File: config.mk
export PLATFORM = sky130hd
export DESIGN_NAME = tlca_ctrl
export DESIGN_NICKNAME = d
export VERILOG_FILES = /design/src/sv/tlca_pkg.sv /design/src/sv/tlca_ctrl.sv
export SDC_FILE = /design/constraint.sdc
export NUM_CORES = 1
export LEC_CHECK = 0
export BUFFER_PORTS_ARGS = -buffer_cell sky130_fd_sc_hd__buf_2
export CAP_MARGIN = 30
export CORE_ASPECT_RATIO = 0.8
export CORE_UTILIZATION = 59
export DETAILED_ROUTE_END_ITERATION = 8
export PLACE_DENSITY = 0.9
export SYNTH_ARGS = -nofsm -noshare
export SYNTH_HDL_FRONTEND = slang
export SYNTH_SLANG_ARGS = --single-unit
export TNS_END_PERCENT = 30
File: constraint.sdc
create_clock -name clk -period 6.1 [get_ports clk]
set_clock_uncertainty 0.15 [all_clocks]
set_input_delay 0.305 -clock clk [delete_from_list [all_inputs] [get_ports clk]]
set_output_delay 0.305 -clock clk [all_outputs]
set_load 0.01 [all_outputs]
File: src/sv/tlca_pkg.sv
`timescale 1ns / 1ps
package tlca_pkg;

  localparam int NODE_W          = 10;
  localparam int DEPTH_W         = 11;
  localparam int DEPTH_MAX       = 2047;
  localparam int DEF_MAX_NODES   = 1023;
  localparam int DEF_LIFT_LEVELS = 10;

  typedef logic [NODE_W-1:0] node_t;
  typedef logic [DEPTH_W-1:0] depth_t;

  typedef enum logic [1:0] {
    CMD_LOAD   = 2'd0,
    CMD_BUILD  = 2'd1,
    CMD_QUERY  = 2'd2,
    CMD_UNUSED = 2'd3
  } cmd_t;

  typedef enum logic [1:0] {
    ST_ANSWER    = 2'd0,
    ST_BUILT     = 2'd1,
    ST_NOT_BUILT = 2'd2,
    ST_RANGE     = 2'd3
  } status_t;

  typedef enum logic [4:0] {
    S_CLEAR, S_IDLE, S_DISP,
    S_ZERO, S_FIXR, S_FIXW, S_LR1, S_LR2, S_LW,
    S_DINIT, S_DR, S_DU, S_DW, S_BFIN,
    S_QA, S_QB, S_QDB, S_QSW, S_QL1, S_QL2, S_QEQ,
    S_QC1, S_QC2, S_QC3, S_QF, S_QFW, S_RES
  } state_t;

  typedef enum logic [4:0] {
    OP_CLEAR, OP_IDLE, OP_DISP,
    OP_ZERO, OP_FIXR, OP_FIXW, OP_LR1, OP_LR2, OP_LW,
    OP_DINIT, OP_DR, OP_DU, OP_DW, OP_BFIN,
    OP_QA, OP_QB, OP_QDB, OP_QSW, OP_QL1, OP_QL2, OP_QEQ,
    OP_QC1, OP_QC2, OP_QC3, OP_QF, OP_QFW, OP_RES
  } dp_op_t;

  typedef struct packed {
    logic in_fire;
    cmd_t cmd;
    logic load_bad;
    logic query_bad;
    logic built;
    logic n_zero;
    logic j_last;
    logic j_clr_last;
    logic lv_top;
    logic lv_last;
    logic lift_take;
    logic a_eq_b;
    logic out_free;
  } dp_status_t;

endpackage

File: src/sv/tlca_ctrl.sv
`timescale 1ns / 1ps
module tlca_ctrl (
  input  logic                   clk,
  input  logic                   rst,
  input  tlca_pkg::dp_status_t   st,
  output tlca_pkg::dp_op_t       op
);
  import tlca_pkg::*;

  state_t state, state_next;

  always_ff @(posedge clk) begin
    if (rst) begin
      state <= S_CLEAR;
    end else begin
      state <= state_next;
    end
  end

  always_comb begin
    state_next = state;
    case (state)
      S_CLEAR: if (st.j_clr_last) state_next = S_IDLE;
      S_IDLE:  if (st.in_fire) state_next = S_DISP;
      S_DISP: begin
        case (st.cmd)
          CMD_LOAD:  state_next = st.load_bad ? S_RES : S_IDLE;
          CMD_BUILD: state_next = S_ZERO;
          CMD_QUERY: state_next = (st.query_bad || !st.built) ? S_RES : S_QA;
          default:   state_next = S_IDLE;
        endcase
      end
      S_ZERO: if (st.lv_top) state_next = st.n_zero ? S_BFIN : S_FIXR;
      S_FIXR: state_next = S_FIXW;
      S_FIXW: begin
        if (st.j_last) state_next = st.lv_top ? S_DINIT : S_LR1;
        else state_next = S_FIXR;
      end
      S_LR1:   state_next = S_LR2;
      S_LR2:   state_next = S_LW;
      S_LW:    state_next = (st.j_last && st.lv_top) ? S_DINIT : S_LR1;
      S_DINIT: state_next = S_DR;
      S_DR:    state_next = S_DU;
      S_DU:    state_next = st.lv_last ? S_DW : S_DR;
      S_DW:    state_next = st.j_last ? S_BFIN : S_DINIT;
      S_BFIN:  state_next = S_RES;
      S_QA:    state_next = S_QB;
      S_QB:    state_next = S_QDB;
      S_QDB:   state_next = S_QSW;
      S_QSW:   state_next = S_QL1;
      S_QL1: begin
        if (st.lift_take) state_next = S_QL2;
        else if (st.lv_last) state_next = S_QEQ;
      end
      S_QL2:   state_next = st.lv_last ? S_QEQ : S_QL1;
      S_QEQ:   state_next = st.a_eq_b ? S_RES : S_QC1;
      S_QC1:   state_next = S_QC2;
      S_QC2:   state_next = S_QC3;
      S_QC3:   state_next = st.lv_last ? S_QF : S_QC1;
      S_QF:    state_next = S_QFW;
      S_QFW:   state_next = S_RES;
      S_RES:   if (st.out_free) state_next = S_IDLE;
      default: state_next = S_IDLE;
    endcase
  end

  always_comb begin
    case (state)
      S_CLEAR: op = OP_CLEAR;
      S_IDLE:  op = OP_IDLE;
      S_DISP:  op = OP_DISP;
      S_ZERO:  op = OP_ZERO;
      S_FIXR:  op = OP_FIXR;
      S_FIXW:  op = OP_FIXW;
      S_LR1:   op = OP_LR1;
      S_LR2:   op = OP_LR2;
      S_LW:    op = OP_LW;
      S_DINIT: op = OP_DINIT;
      S_DR:    op = OP_DR;
      S_DU:    op = OP_DU;
      S_DW:    op = OP_DW;
      S_BFIN:  op = OP_BFIN;
      S_QA:    op = OP_QA;
      S_QB:    op = OP_QB;
      S_QDB:   op = OP_QDB;
      S_QSW:   op = OP_QSW;
      S_QL1:   op = OP_QL1;
      S_QL2:   op = OP_QL2;
      S_QEQ:   op = OP_QEQ;
      S_QC1:   op = OP_QC1;
      S_QC2:   op = OP_QC2;
      S_QC3:   op = OP_QC3;
      S_QF:    op = OP_QF;
      S_QFW:   op = OP_QFW;
      S_RES:   op = OP_RES;
      default: op = OP_IDLE;
    endcase
  end
endmodule

==> flow_summary.yaml <==
floorplan:
  rows: 13
  fp.dieH_um: 40.8
  boundaryPins: 21
  initial_core_util_pct: 65.5
  core_area_sq_mm: 0.00169
  dieWidth_um: 50.4
  die-area_sq_mm: 0.00206
pwr:
  p_total_w: 0.000238
  power_frac_clock_pct: 26.5
  combPwrFrac_pct: 38.1
  p_switching_w: 0.0000939
  p_per_area_mw_per_mm2: 196
  intPower_w: 0.000144
  pwr-share-seq_pct: 35.4
  p_leak_nw: 0.447
  vdd_drop_max_uv: 170
  sw_frac_of_total_pct: 39.4
status:
  status: "completed"
timing:
  hold_violations: 0
  slew-limit-headroom_pct: 52.5
  max_slew.worst_pin.slew_ps: 712
  finalSetupTns_ps: 0
  period_share_pct: 45.4
  setup_violations: 0
  max_freq_ghz: 0.361
  rsz0062_at_grt: "false"
  final.min_clock_period_ps: 2770
  slew_violations: 0
drt:
  vias: 1220
  ant_nets: 0
  drc: 0
  drt_wl_total_um: 2910
  drt_iter0_markers: 77
  vias_per_cell: 6.78
  dr.pass1.iters: 6
  wl_per_cell_um: 16.2
cts:
  clock_path_buffers: 2
  cts_tree: "built"
  cts_buffers: 3
  post_cts_buffers: 0
  clk_pin_slew_ps: 70
  cts.sinks: 10
  ctsHoldBuffers: 0
  cts_resized: 0
  cts_root_buf: "clkbuf_4"
  clkLatencyLatePin_ps: 280
  h-tree-depth: 1
synthesis:
  synth_fp_nets: 162
  synth_top_area_share_pct: 18.1
  avgSynthCellArea_sq_um: 7.74
  ys_seq_area_share_pct: 18.1
  syn_inst: 143
  yosysWarnings: 0
  synth_seq_cells: 10
  ys_types: 55
  synth_top_area_cell: "dfxtp_1"
  synth-edff-count: 0
  ys.flop_type: "dfxtp_1"
  synthArstFlopShare_pct: 0
  synth_area_sq_mm: 0.00111
  synth_top_cells_by_area: "dfxtp_1 18%, a21oi_1 4.5%, nand2b_1 4.5%, ha_1 3.4%, nor2b_1 3.4%"
setup_path:
  start_kind: "register"
  worst_ep_required_time_ps: 6130
  critPathCaptureType: "register"
  worst-setup-path-type: "register to register"
  cp_data_arrival_time_ps: 2800
  cp_max_fo: 22
placed_design:
  gp_congestion: 1.06
  placedInstanceArea_sq_mm: 0.00118
  place_hpwl_um: 2120
  io_buffers: 20
global_route:
  grt_pass1_vias: 1068
  grt_first_pass_wirelength_um: 4730
  overflow: 0
  antenna_found_initial: 0
  grt.total_usage_pct: 31.7
  grt_max_degree: 23
final_layout:
  nFillCells: 141
  final_area_sq_mm: 0.00122
  diodes: 0
  area_growth_pct: 9.94
  nets: 178
  layout-drive-gt1-share_pct: 20.9
job:
  drv_cap: 0
hold_path:
  min_path_type: "input port to register"
## through the flow
stage | worst slack (ps) | hold WS [ps] | utilization [%] | cells
2_1_floorplan | 4030 | 227 | - | 143
3_3_place_gp | 3500 | 433 | 69.8 | 176
6_report | 3330 | 139 | 72.0 | 180
5_1_grt | 3160 | 149 | 72.0 | 180
4_1_cts | 3400 | 133 | 72.0 | 180
3_5_place_dp | 3450 | 434 | 69.8 | 176
## routing by layer
layer | part of all wire [%] | track usage, % | vias up | routed length [um]
met4 | 2.5 | 14.6 | 0 | 72
met2 | 42 | 49.0 | 79 | 1230
met5 | 0 | 0 | - | 0
li1 | - | - | 571 | -
met1 | 44 | 39.9 | 559 | 1290
met3 | 11 | 11.9 | 11 | 319
## cells by family (layout without fill, tap and decap cells)
| logic type | count (synthesis) | count (layout) | share of synthesized area, % |
|---|---|---|---|
| multiplexers | 3 | 3 | 2.82 |
| AND/OR/NAND/NOR | 66 | 66 | 38.2 |
| buffers and inverters | 17 | 32 | 7.57 |
| adder cells (fa/ha/maj) | 3 | 3 | 3.39 |
| AO/OA/AOI/OAI | 44 | 44 | 29.9 |
| flip-flops | 10 | 10 | 18.1 |
## power groups by stage
stage	registers, W	logic, W	clock network, W
detailed placement	0.0000849	0.0000862	0
global route	0.0000854	0.0000983	0.0000651
CTS	0.0000835	0.0000882	0.0000637
global placement	0.0000844	0.0000847	0
finish	0.0000842	0.0000907	0.0000631
floorplan	0.0000752	0.0000754	0
## path summary, 6_finish.rpt
kind	startpoint	end	slack [ps]	cells after the start
min reg2reg	state[4]	state[4]	640	2
max	state[1]	op[4]	3330	7
max reg2reg	state[1]	op[4]	3330	7
min	rst	state[1]	140	2
## state kept, by name (all words and copies together) (netlist names)
name / flops
state: 5
op: 5
## placed cells by master (no fill, tap or decap), drive strengths merged, types with 5 or more instances in the layout
cell type	Yosys	routed
nand2b	8	8
buf	9	20
nand2	9	9
a21oi	10	10
nor2	8	8
nor2b	7	7
o21ai	5	5
nor4	7	7
nor3	7	7
dfxtp	10	10
inv	7	7
## cell type report
class	count	area, sq um	area share (%)
Timing Repair Buffer	20	100	8.22
Multi-Input combinational cell	116	823	67.6
Clock buffer	4	36.3	2.98
Sequential cell	10	200	16.4
Tap cell	22	27.5	2.26
Inverter	8	30.0	2.47
## critical path: stages (launching register included)
cell and delay (ps):
dfxtp_1 780, mux2i_1 170, and3_1 240, or3_4 420, nor2_1 200, mux2i_1 360
a31oi_1 150, o21a_1 190
## synth_stat cells (all sizes together) (2+ instances only)
cell / n
a21oi: 10
ha: 3
a2111oi: 2
nor3: 7
nor2: 8
a211oi: 4
nand2: 9
o21a: 2
nand2b: 8
nor3b: 3
o211ai: 2
o21ai: 5
mux2i: 2
or3: 3
a31oi: 3
buf: 9
and3: 3
nor4: 7
o21bai: 2
o2111a: 2
nor2b: 7
inv: 7
nand3b: 3
dfxtp: 10
o31ai: 2
Power figures use the tool's default switching activity.
